[src/hw/rtl/rlmpd_pkg.sv]
// Package for the RGB LED mode pattern driver.
// Holds field widths, register reset values, mode codes and register indexes.
// No dependencies.
`default_nettype none

package rlmpd_pkg;

  localparam int DutyW      = 8;
  localparam int ModeW      = 2;
  localparam int CodeW      = 7;
  localparam int PhaseW     = 2;
  localparam int FadeIntW   = 8;
  localparam int FlashIntW  = 10;
  localparam int CfgIdxW    = 2;
  localparam int CfgDataW   = 10;

  typedef logic [DutyW-1:0]     duty_t;
  typedef logic [ModeW-1:0]     mode_t;
  typedef logic [CodeW-1:0]     code_t;
  typedef logic [PhaseW-1:0]    phase_t;
  typedef logic [FadeIntW-1:0]  fade_cnt_t;
  typedef logic [FlashIntW-1:0] flash_cnt_t;
  typedef logic [CfgIdxW-1:0]   cfg_idx_t;

  localparam duty_t      DUTY_MAX      = 8'd255;
  localparam code_t      BATTERY_CLAMP = 7'd98;
  localparam fade_cnt_t  FADE_CNT_MAX  = 8'd255;
  localparam flash_cnt_t FLASH_CNT_MAX = 10'd1023;
  localparam phase_t     PHASE_LAST    = 2'd2;

  localparam fade_cnt_t  FADE_INT_RST  = 8'd2;
  localparam flash_cnt_t FLASH_INT_RST = 10'd50;
  localparam code_t      RED_MAX_RST   = 7'd49;

  localparam mode_t MODE_OFF     = 2'd0;
  localparam mode_t MODE_FADE    = 2'd1;
  localparam mode_t MODE_BATTERY = 2'd2;
  localparam mode_t MODE_FLASH   = 2'd3;

  localparam cfg_idx_t REG_FADE_INT  = 2'd0;
  localparam cfg_idx_t REG_FLASH_INT = 2'd1;
  localparam cfg_idx_t REG_RED_MAX   = 2'd2;

endpackage

`default_nettype wire

[src/hw/rtl/rgb_led_mode_pattern_driver.sv]
// RGB LED mode pattern driver: tick counters, fade wheel and duty selection.
// Depends on rlmpd_pkg.
// Each accepted tick gives one result of blue, green and red duty in the next
// cycle from an output register; a tick is taken every cycle, and in_ready
// drops only while a finished result waits for out_ready. Both tick counters
// run on every transfer whatever the mode; duties hold until a mode rewrites
// them. Configuration writes take effect on the next transfer.
`default_nettype none

module rgb_led_mode_pattern_driver
  import rlmpd_pkg::*;
(
  input  wire logic                clk,
  input  wire logic                rst,
  input  wire logic                in_valid,
  output      logic                in_ready,
  input  wire mode_t               led_mode,
  input  wire code_t               battery_code,
  output      logic                out_valid,
  input  wire logic                out_ready,
  output      duty_t               blue_duty,
  output      duty_t               green_duty,
  output      duty_t               red_duty,
  input  wire logic                cfg_we,
  input  wire cfg_idx_t            cfg_index,
  input  wire logic [CfgDataW-1:0] cfg_data
);

  fade_cnt_t  fade_interval;
  flash_cnt_t flash_interval;
  code_t      battery_red_max;

  duty_t      fade_level, fade_level_next;
  phase_t     fade_phase, fade_phase_next;
  fade_cnt_t  fade_elapsed, fade_elapsed_next;
  flash_cnt_t flash_elapsed, flash_elapsed_next;
  logic       flash_lit, flash_lit_next;
  duty_t      blue_next, green_next, red_next;

  fade_cnt_t  fade_inc;
  flash_cnt_t flash_inc;
  duty_t      lvl_base, lvl_step;
  phase_t     phase_step;
  code_t      code_clamped;
  logic       xfer;

  assign in_ready = !out_valid || out_ready;
  assign xfer     = in_valid && in_ready;

  always_ff @(posedge clk) begin
    if (rst) begin
      fade_interval   <= FADE_INT_RST;
      flash_interval  <= FLASH_INT_RST;
      battery_red_max <= RED_MAX_RST;
    end else if (cfg_we) begin
      unique case (cfg_index)
        REG_FADE_INT:  fade_interval   <= cfg_data[FadeIntW-1:0];
        REG_FLASH_INT: flash_interval  <= cfg_data[FlashIntW-1:0];
        REG_RED_MAX:   battery_red_max <= cfg_data[CodeW-1:0];
        default: ;
      endcase
    end
  end

  always_comb begin
    fade_inc  = (fade_elapsed == FADE_CNT_MAX) ? fade_elapsed : fade_elapsed + 1'b1;
    flash_inc = (flash_elapsed == FLASH_CNT_MAX) ? flash_elapsed : flash_elapsed + 1'b1;

    // wrap the level and advance the phase at full scale
    lvl_base   = (fade_level == DUTY_MAX) ? '0 : fade_level;
    phase_step = fade_phase;
    if (fade_level == DUTY_MAX) begin
      phase_step = (fade_phase >= PHASE_LAST) ? '0 : fade_phase + 1'b1;
    end
    lvl_step = lvl_base + 1'b1;

    code_clamped = (battery_code > BATTERY_CLAMP) ? BATTERY_CLAMP : battery_code;

    fade_level_next    = fade_level;
    fade_phase_next    = fade_phase;
    fade_elapsed_next  = fade_inc;
    flash_elapsed_next = flash_inc;
    flash_lit_next     = flash_lit;
    blue_next          = blue_duty;
    green_next         = green_duty;
    red_next           = red_duty;

    case (led_mode)
      MODE_OFF: begin
        blue_next  = '0;
        green_next = '0;
        red_next   = '0;
      end
      MODE_FADE: begin
        if (fade_inc >= fade_interval) begin
          fade_elapsed_next = '0;
          fade_level_next   = lvl_step;
          fade_phase_next   = phase_step;
          case (phase_step)
            2'd0: begin
              blue_next  = ~lvl_step;
              green_next = lvl_step;
              red_next   = '0;
            end
            2'd1: begin
              blue_next  = '0;
              green_next = ~lvl_step;
              red_next   = lvl_step;
            end
            default: begin
              blue_next  = lvl_step;
              green_next = '0;
              red_next   = ~lvl_step;
            end
          endcase
        end
      end
      MODE_BATTERY: begin
        blue_next = '0;
        if (code_clamped <= battery_red_max) begin
          green_next = '0;
          red_next   = DUTY_MAX;
        end else begin
          green_next = DUTY_MAX;
          red_next   = '0;
        end
      end
      default: begin
        if (flash_inc >= flash_interval) begin
          flash_elapsed_next = '0;
          flash_lit_next     = !flash_lit;
        end
        blue_next  = '0;
        green_next = '0;
        red_next   = flash_lit_next ? DUTY_MAX : '0;
      end
    endcase
  end

  always_ff @(posedge clk) begin
    if (rst) begin
      fade_level    <= '0;
      fade_phase    <= '0;
      fade_elapsed  <= '0;
      flash_elapsed <= '0;
      flash_lit     <= 1'b0;
      blue_duty     <= '0;
      green_duty    <= '0;
      red_duty      <= '0;
      out_valid     <= 1'b0;
    end else begin
      if (xfer) begin
        fade_level    <= fade_level_next;
        fade_phase    <= fade_phase_next;
        fade_elapsed  <= fade_elapsed_next;
        flash_elapsed <= flash_elapsed_next;
        flash_lit     <= flash_lit_next;
        blue_duty     <= blue_next;
        green_duty    <= green_next;
        red_duty      <= red_next;
        out_valid     <= 1'b1;
      end else if (out_ready) begin
        out_valid <= 1'b0;
      end
    end
  end

endmodule

`default_nettype wire

[config.mk]
export PLATFORM = sky130hd
export DESIGN_NAME = rgb_led_mode_pattern_driver
export DESIGN_NICKNAME = d
export VERILOG_FILES = /design/src/hw/rtl/rlmpd_pkg.sv /design/src/hw/rtl/rgb_led_mode_pattern_driver.sv
export SDC_FILE = /design/constraint.sdc
export NUM_CORES = 1
export LEC_CHECK = 0
export ABC_AREA = 0
export BUFFER_PORTS_ARGS = -buffer_cell sky130_fd_sc_hd__buf_4
export CORE_MARGIN = 2
export CORE_UTILIZATION = 35
export CTS_CLUSTER_SIZE = 12
export DETAILED_ROUTE_END_ITERATION = 16
export PLACE_DENSITY_LB_ADDON = 0.3
export SLEW_MARGIN = 20
export SYNTH_ARGS = -nofsm -noshare
export SYNTH_HDL_FRONTEND = slang
export SYNTH_SLANG_ARGS = --single-unit
[constraint.sdc]
create_clock -name clk -period 4.25 [get_ports clk]
set_clock_uncertainty 0.05 [all_clocks]
set_input_delay 0.425 -clock clk [delete_from_list [all_inputs] [get_ports clk]]
set_output_delay 0.425 -clock clk [all_outputs]
set_load 0.01 [all_outputs]
[Word level (Yosys, flattened, before mapping)]
Cells that the tools add are included.
Cells by class
  multiplexer cells: 26
  bitwise gates (word level): 2
  divide/modulo/power cells: 0
  shift-type cells: 0
  multiply operators: 0
  reductions and logical operators: 15
  $add $sub $neg: 4
  eq/ne operators: 9
  magnitude comparators: 5
Operators with widths (count)
  two-way mux 8 bit: 11
  one-hot mux 8 bit (2 select lines): 4
  two-way mux 10 bit: 3
  one-hot mux 8 bit (3 select lines): 1
  adder 8 x 1 -> 8 bit, second input constant: 2
  equality test 8 bit, second input constant: 2
  adder 10 x 1 -> 10 bit, second input constant: 1
  equality test 10 bit, second input constant: 1
  >= comparator 10 bit: 1
  AND reduction 2 bit: 5
  >= comparator 8 bit: 1
  inverter 8 bit: 1
  greater-than comparator 7 bit, second input constant: 1
  less-or-equal comparator 7 bit: 1
  two-way mux 7 bit: 1
  equality test 2 x 1 -> 1 bit, second input constant: 3
  zero test 2 bit: 3
  equality test 2 bit, second input constant: 2
  two-way mux 1 bit: 4
  two-way mux 2 bit: 2
  AND reduction 3 bit: 1
  OR reduction 3 bit: 1
  adder 2 x 1 -> 2 bit, second input constant: 1
  >= comparator 2 bit, second input constant: 1
  6 further kinds: 7
Storage, ports and cells
  bits in writable memories: 0
  bits in registers: 79
  memory bits (read-only): 0
  input port bits: 26
  logic and storage cells: 73
  bits in latches: 0
  memories: 0
  output and inout bits: 26

[Logic depth before layout (Yosys ltp)]
Gate-level depths: netlist of run 1.
  depth in word-level cells: 7
  mapped depth: 16
  depth with buffers taken out: 13

[Worst setup path after synthesis of run 1]
OpenSTA, ideal clock, no wires.
  path kind: register -> register
  from: register fade_elapsed[0]
  to: register red_duty[3]
  stages on the path, launching flop included: 13
  library setup time: 150 ps
  path slack: 1108 ps
  data arrival time: 2942 ps
  cells stage by stage: dfxtp_1 > ha_1 > nand2_1 > or3_1 > buf_4 > mux2_2 > ha_1 > nand2_1 > o21ai_2 > a41oi_1 > a221o_2 > a2111oi_4 > a311oi_1
Between the ends
  word-level cells in the longest chain between the ends: 5
  elaborated cells between the ends (all ways): 6
  classes of those cells: 1 x add/sub; 1 x order compare; 2 x eq/ne; 1 x mux; 1 x reduce/logical
Ends and longest elaborated chain
  from (decl): RTL line rgb_led_mode_pattern_driver.sv:35  | fade_cnt_t fade_elapsed, fade_elapsed_next;
  from (signal assigned): RTL line rgb_led_mode_pattern_driver.sv:155  | fade_elapsed <= fade_elapsed_next;
  adder 8 x 1 -> 8 bit / equality test 8 bit (equally long branches): RTL line rgb_led_mode_pattern_driver.sv:66  | fade_inc = (fade_elapsed == FADE_CNT_MAX) ? fade_elapsed : fade_elapsed + 1'b1;
  two-way mux 8 bit (*): RTL line rgb_led_mode_pattern_driver.sv:66
  >= comparator 8 bit (*): RTL line rgb_led_mode_pattern_driver.sv:95  | if (fade_inc >= fade_interval) begin
  != test 2 bit (no source line) (*)
  AND reduction 2 bit (no source line) (*)
  to (signal assigned): RTL line rgb_led_mode_pattern_driver.sv:160  | red_duty <= red_next;
  to (decl): RTL line rgb_led_mode_pattern_driver.sv:23  | output duty_t red_duty,
Every way passes the cells marked *; elsewhere a longest branch is shown, timed or not.
A chain may end at the register's enable or synchronous reset.

[Final worst setup path of run 1]
Ends and elaborated chain as after synthesis.

==> impl_metrics.csv, run 1 <==
group,metric,value,unit
status,outcome,"completed",
clock_tree,postCtsHoldBufs,0,
placed_design,hpwlAfterDp,8710,µm
worst_hold_path,hp-start,"cfg_data[7]",
drt,vias,4337,
final_layout,register_area,0.00158,mm²
synth,synth_seq_cells,79,
clock_tree,numCtsBuffers,9,
global_route,grt_max_degree,60,
final_layout,multi_input_area,0.00295,mm²
drt,drtPass1Iterations,5,
global_route,antenna_found_initial,0,
clock_tree,root_buffer,"clkbuf_16",
worst_hold_path,min_path_type,"primary input to register",
floorplanning,die_x,122,µm
clock_tree,post-cts-setup-buffers,0,
clock_tree,clockBufferDepth,2,
floorplanning,die_h,122,µm
worst_setup_path,crit_fanout,16,
synth,synth.largest_area_cell,"dfxtp_1",
floorplanning,start_util,0.355,
sta,setup_ws,0.700,ns
worst_setup_path,worstSetupStartpointType,"register",
synth,synth_cells,604,
floorplanning,dieArea,0.0149,mm²
sta,fmax,282,MHz
synth,synth-edff-count,0,
clock_tree,cts_resized,0,
final_layout,syn2layout_area_growth,15.3,%
drt,detail-route-antenna-nets,0,
synth,synth_nets,661,
synth,synth_top_area_share,0.323,
synth,syn_area,0.00489,mm²
placed_design,place_ws,0.740,ns
synth,yosys_warnings,0,
drt,drt_iter0_drc,289,
worst_setup_path,timing.rr.start,"fade_elapsed[0]",
final_layout,fill_cells,1426,
clock_tree,cts.clk_slew.worst_paths,0.06,ns
final_layout,drive_gt1_frac,0.151,
sta,tightest_slew,0.760,ns
flow_run,drv_cap,0,
sta,min_period_over_period,0.835,
worst_setup_path,cp.required,4.40,ns
worst_setup_path,endpoint_kind,"register",
sta,rsz0062_at_grt,"no",
sta,hold_viol_final,0,
synth,synth_area_per_cell,8.10,µm²
final_layout,final_area,0.00564,mm²
worst_setup_path,critical_path_class,"register to register",
sta,setup_viol,0,
drt,wl,12000,µm
global_route,grt_pass1_wl,19800,µm
drt,vias_per_cell,5.32,
synth,synth_ff_type,"dfxtp_1",
global_route,grt.total_usage,0.168,
worst_setup_path,reg2reg_setup_slack,0.70,ns
floorplanning,io_pins,52,
global_route,overflow,0,
drt,drcViolationCount,0,
final_layout,diodes,0,
power,p_per_area,325,mW/mm²
sta,slew_violations,0,
final_layout,nNetsFinal,688,
placed_design,place_area,0.00533,mm²
clock_tree,h-tree-depth,3,
sta,setup_tns,0,ns
power,vdd_ir_drop_max,0.164,mV
global_route,grt_pass1_vias,4033,
power,total_leakage_power,2.25,nW
synth,synth_area_leaders,"dfxtp_1, ha_1, nand2_1",
synth,synth-async-reset-ratio,0,
synth,yosysUniqueCellTypes,73,
worst_setup_path,crit_arrival,3.70,ns
placed_design,gp_congestion,0.924,
sta,period_needed,3.55,ns
worst_setup_path,crit_start,"fade_elapsed[0]",
drt,wire_per_inst,14.7,µm
clock_tree,clock_sinks,79,
clock_tree,cts_tree,"yes",
floorplanning,core_area,0.0138,mm²
placed_design,portBuffers,51,
synth,seq_area_frac_synth,0.323,
sta,slew_headroom,0.485,
clock_tree,insertion_delay,0.35,ns
floorplanning,rows,43,
flip-flops by register name, summed over array words and instances, names as in the netlist:
signal,cells
fade_elapsed,8
fade_level,8
red_duty,8
flash_lit,1
green_duty,8
flash_elapsed,10
battery_red_max,7
flash_interval,10
fade_interval,8
out_valid,1
blue_duty,8
fade_phase,2
cells by family (layout without fill, tap and decap cells):
family / after synthesis / after routing / synth area share
adders and majority gates: 31 / 31 / 0.0793
DFF: 79 / 79 / 0.323
buffers and inverters: 81 / 112 / 0.0737
xor gates and xnor gates: 26 / 26 / 0.0465
AOI/OAI and AO/OA: 136 / 136 / 0.197
and+or+nand+nor: 228 / 228 / 0.230
muxes: 23 / 23 / 0.0496
worst max-delay path: stages, from the launching register on:
cell	delay (ns)
dfxtp_1	0.41
ha_1	0.24
nand2_1	0.10
or3_1	0.45
mux2_2	0.33
ha_1	0.28
nand2_1	0.06
o21ai_2	0.13
a41oi_1	0.14
a221o_2	0.53
a2111oi_4	0.52
a311oi_1	0.16
final cells by class:
cell class,count,area share
sequential,79,0.280
clock buffer,9,0.0399
tap,180,0.0399
multi-input combinational,444,0.523
inverter,42,0.0280
clock inverter,6,0.0153
timing repair buffer,55,0.0732
cell usage in the layout, fill, tap and decap left out, types with 13 or more instances in the layout:
cell,netlist,routed
a21oi_1,38,38
o21ai_0,18,18
xnor2_1,18,18
inv_1,41,41
nand3_1,38,38
ha_1,31,31
buf_4,4,55
nand2_1,72,72
dfxtp_1,79,79
mux2i_1,13,13
nor2_1,45,45
final timing paths:
check / cells past startpoint / end
worst max-delay path: 11 / red_duty[3]
worst min register to register: 2 / flash_interval[0]
worst min-delay path: 3 / fade_interval[7]
worst max register to register: 11 / red_duty[3]
cells in the mapped netlist (all sizes together) (2+ instances only):
master	n
o2bb2ai	6
nor2	45
or2	2
o21bai	2
clkbuf	16
nor3	9
nand4b	3
mux2i	13
or3	5
o311ai	2
a221oi	6
and3	5
and4	3
a211oi	4
nor2b	10
nand2	72
buf	23
nor4	3
o21ai	22
and2	7
mux2	10
a311oi	2
a22o	5
nand3b	5
ha	31
nand4	11
dfxtp	79
a221o	4
a21oi	39
o21a	5
nand3	39
a31o	3
o41ai	2
o211ai	7
xnor2	18
a2111oi	2
xor2	8
inv	41
nand2b	6
a31oi	12
per-stage QoR:
| step | hold WS, ns | util | total power, mW | std cells |
|---|---|---|---|---|
| after floorplan | 0.386 | - | 0.946 | 604 |
| after global placement | 0.398 | 0.387 | 1.02 | 800 |
| after detailed placement | 0.404 | 0.387 | 1.02 | 800 |
| after CTS | 0.260 | 0.409 | 1.86 | 815 |
| after global routing | 0.285 | 0.409 | 1.91 | 815 |
| final | 0.274 | 0.409 | 1.83 | 815 |
where the power goes:
group	switching, mW	internal [mW]
Clock	0.314	0.510
Sequential	0.0195	0.766
Combinational	0.125	0.0964
metal layers:
metal | routed length (µm) | up-vias | track usage
li1 | - | 2206 | -
met1 | 5650 | 2028 | 0.215
met2 | 5680 | 90 | 0.278
met3 | 471 | 13 | 0.0325
met4 | 189 | 0 | 0.0682
met5 | 0 | - | 0
No activity file was read; power rests on OpenSTA's default activity.
==> run 2: changes to the inputs <==
clock period = 3 ns   (was 4.25 ns; I/O delays follow)
==> run 2 against run 1 <==
  * The run now ends with negative setup slack left
  * Critical path depth did not move
  * Non-clock buffer count rose by 53
  * Global-route usage grew 1.3 points
  * Critical endpoint is now red_duty[0]
  * Clock power grew 44%
  * Register-to-register slack worse by 0.80 ns
  * Worst setup slack got worse by 0.80 ns
  * Critical path type unchanged
  * Sequential power increased by 41%
==> impl_metrics.csv, run 2 (same netlist as run 1, synthesis figures left out) <==
group,metric,value,unit
floorplanning,dieArea,0.0149,mm²
drt,drtPass1Iterations,6,
placed_design,gp_congestion,0.943,
sta,tightest_slew,0.678,ns
sta,hold_ws,0.140,ns
final_layout,layout_common_cells,"buf_4, dfxtp_1, nand2_1",
final_layout,fill_cells,1381,
power,power,2.70,mW
floorplanning,rows,43,
worst_hold_path,min_path_type,"primary input to register",
clock_tree,insertion_delay,0.35,ns
global_route,antenna_found_initial,0,
final_layout,final_area,0.00628,mm²
worst_setup_path,cp_top_family,"compound AO/OA/AOI/OAI gates",
sta,setup_ws,-0.0993,ns
placed_design,hpwlAfterDp,9480,µm
floorplanning,start_util,0.355,
worst_setup_path,worstSetupStartpointType,"register",
placed_design,place_area,0.00567,mm²
floorplanning,die_h,122,µm
worst_setup_path,critPathBufInv,1,
global_route,grt_pass1_wl,21500,µm
power,total_leakage_power,2.59,nW
final_layout,diodes,0,
worst_setup_path,path_cells,"nand4_1, or3_4, mux2_4, ha_4, nand2_4, o21ai_4, a41oi_2, a221o_2, a2111oi_4, buf_4, a221oi_1",
placed_design,post-place-cells,844,
clock_tree,cts.clk_slew.worst_paths,0.06,ns
clock_tree,h-tree-depth,3,
floorplanning,io_pins,52,
final_layout,multi_input_area,0.00316,mm²
worst_setup_path,max_stage_delay,0.48,ns
sta,setup_viol,22,
drt,drt_iter0_drc,340,
placed_design,portBuffers,51,
final_layout,syn2layout_area_growth,28.4,%
sta,fmax,323,MHz
worst_setup_path,critical_path_class,"register to register",
final_layout,fin_util,0.456,
sta,slew_headroom,0.548,
sta,rsz0062_at_grt,"yes",
placed_design,place_ws,-0.136,ns
clock_tree,clock_sinks,79,
drt,drcViolationCount,0,
worst_setup_path,crit_arrival,3.23,ns
power,p_per_area,429,mW/mm²
global_route,grt_max_degree,59,
clock_tree,numCtsBuffers,9,
sta,setup_tns,-1.03,ns
global_route,grt.total_usage,0.181,
drt,wire_per_inst,15.3,µm
sta,hold_viol_final,0,
worst_setup_path,r2r_cells,11,
drt,vias_per_cell,5.38,
worst_setup_path,slowest_stage,"a221o_2",
sta,slew_violations,0,
global_route,overflow,0,
clock_tree,root_buffer,"clkbuf_16",
drt,wl,13300,µm
floorplanning,die_x,122,µm
drt,vias,4684,
worst_setup_path,crit_fanout,7,
final_layout,nNetsFinal,742,
final_layout,instances_no_fill,870,
worst_setup_path,cp.required,3.13,ns
final_layout,final_common_cell,"buf_4",
flow_run,drv_cap,0,
worst_setup_path,endpoint_kind,"register",
worst_setup_path,path_depth,11,
drt,detail-route-antenna-nets,0,
sta,min_period_over_period,1.03,
worst_hold_path,hold_path_depth,3,
final_layout,reg.largest.list,"flash_elapsed x10, flash_interval x10",
status,outcome,"finished, violations left",
final_layout,drive_gt1_frac,0.264,
floorplanning,core_area,0.0138,mm²
global_route,grt_pass1_vias,4573,
final_layout,register_area,0.00159,mm²
power,vdd_ir_drop_max,0.300,mV
sta,period_needed,3.10,ns
clock_tree,cts_tree,"yes",
clock_tree,clockBufferDepth,2,
status,violations,"negative setup slack",
## run 2: cell types whose count changed in the layout (fill, tap and decap cells not counted), sizes merged
cell | before | now
clkinvlp | 1 | 2
and2 | 7 | 8
buf | 55 | 108
## run 2: cell type report
cell class / count / share of cell area
multi-input combinational: 445 / 0.503
sequential: 79 / 0.253
timing repair buffer: 108 / 0.132
clock buffer: 9 / 0.0358
tap: 180 / 0.0358
inverter: 42 / 0.0251
clock inverter: 7 / 0.0155
## run 2: timing repair
item / 4_1_cts / 5_1_grt
setup buffers: 3 / 4
hold buffers: 0 / 0
gates resized for setup: 12 / 28
pin swaps: 4 / 17
cloned: 1 / 2
endpoints found under the setup margin: 30 / 48
## run 2: final timing paths
| kind | startpoint | endpoint | slack (ns) |
|---|---|---|---|
| hold reg to reg | flash_interval[6] | flash_interval[6] | 0.41 |
| hold / removal | cfg_data[7] | fade_interval[7] | 0.14 |
| setup / recovery | fade_elapsed[6] | red_duty[0] | -0.1 |
| setup reg to reg | fade_elapsed[6] | red_duty[0] | -0.1 |
## run 2: routing by layer
layer,part of all wire,global-route usage
met1,0.43,0.213
met2,0.49,0.316
met3,0.049,0.0395
met4,0.022,0.0812
met5,0,0
## run 2: worst reg2reg max path: stages, from the launching register on
cell and delay [ns]:
dfxtp_2 0.35, nand4_1 0.16, or3_4 0.45, mux2_4 0.34, ha_4 0.28, nand2_4 0.04, o21ai_4 0.14, a41oi_2 0.14
a221o_2 0.48, a2111oi_4 0.21, buf_4 0.21, a221oi_1 0.09
## run 2: power by group
part	switching, mW	internal [mW]
logic	0.217	0.181
clock network	0.465	0.730
registers	0.0198	1.09
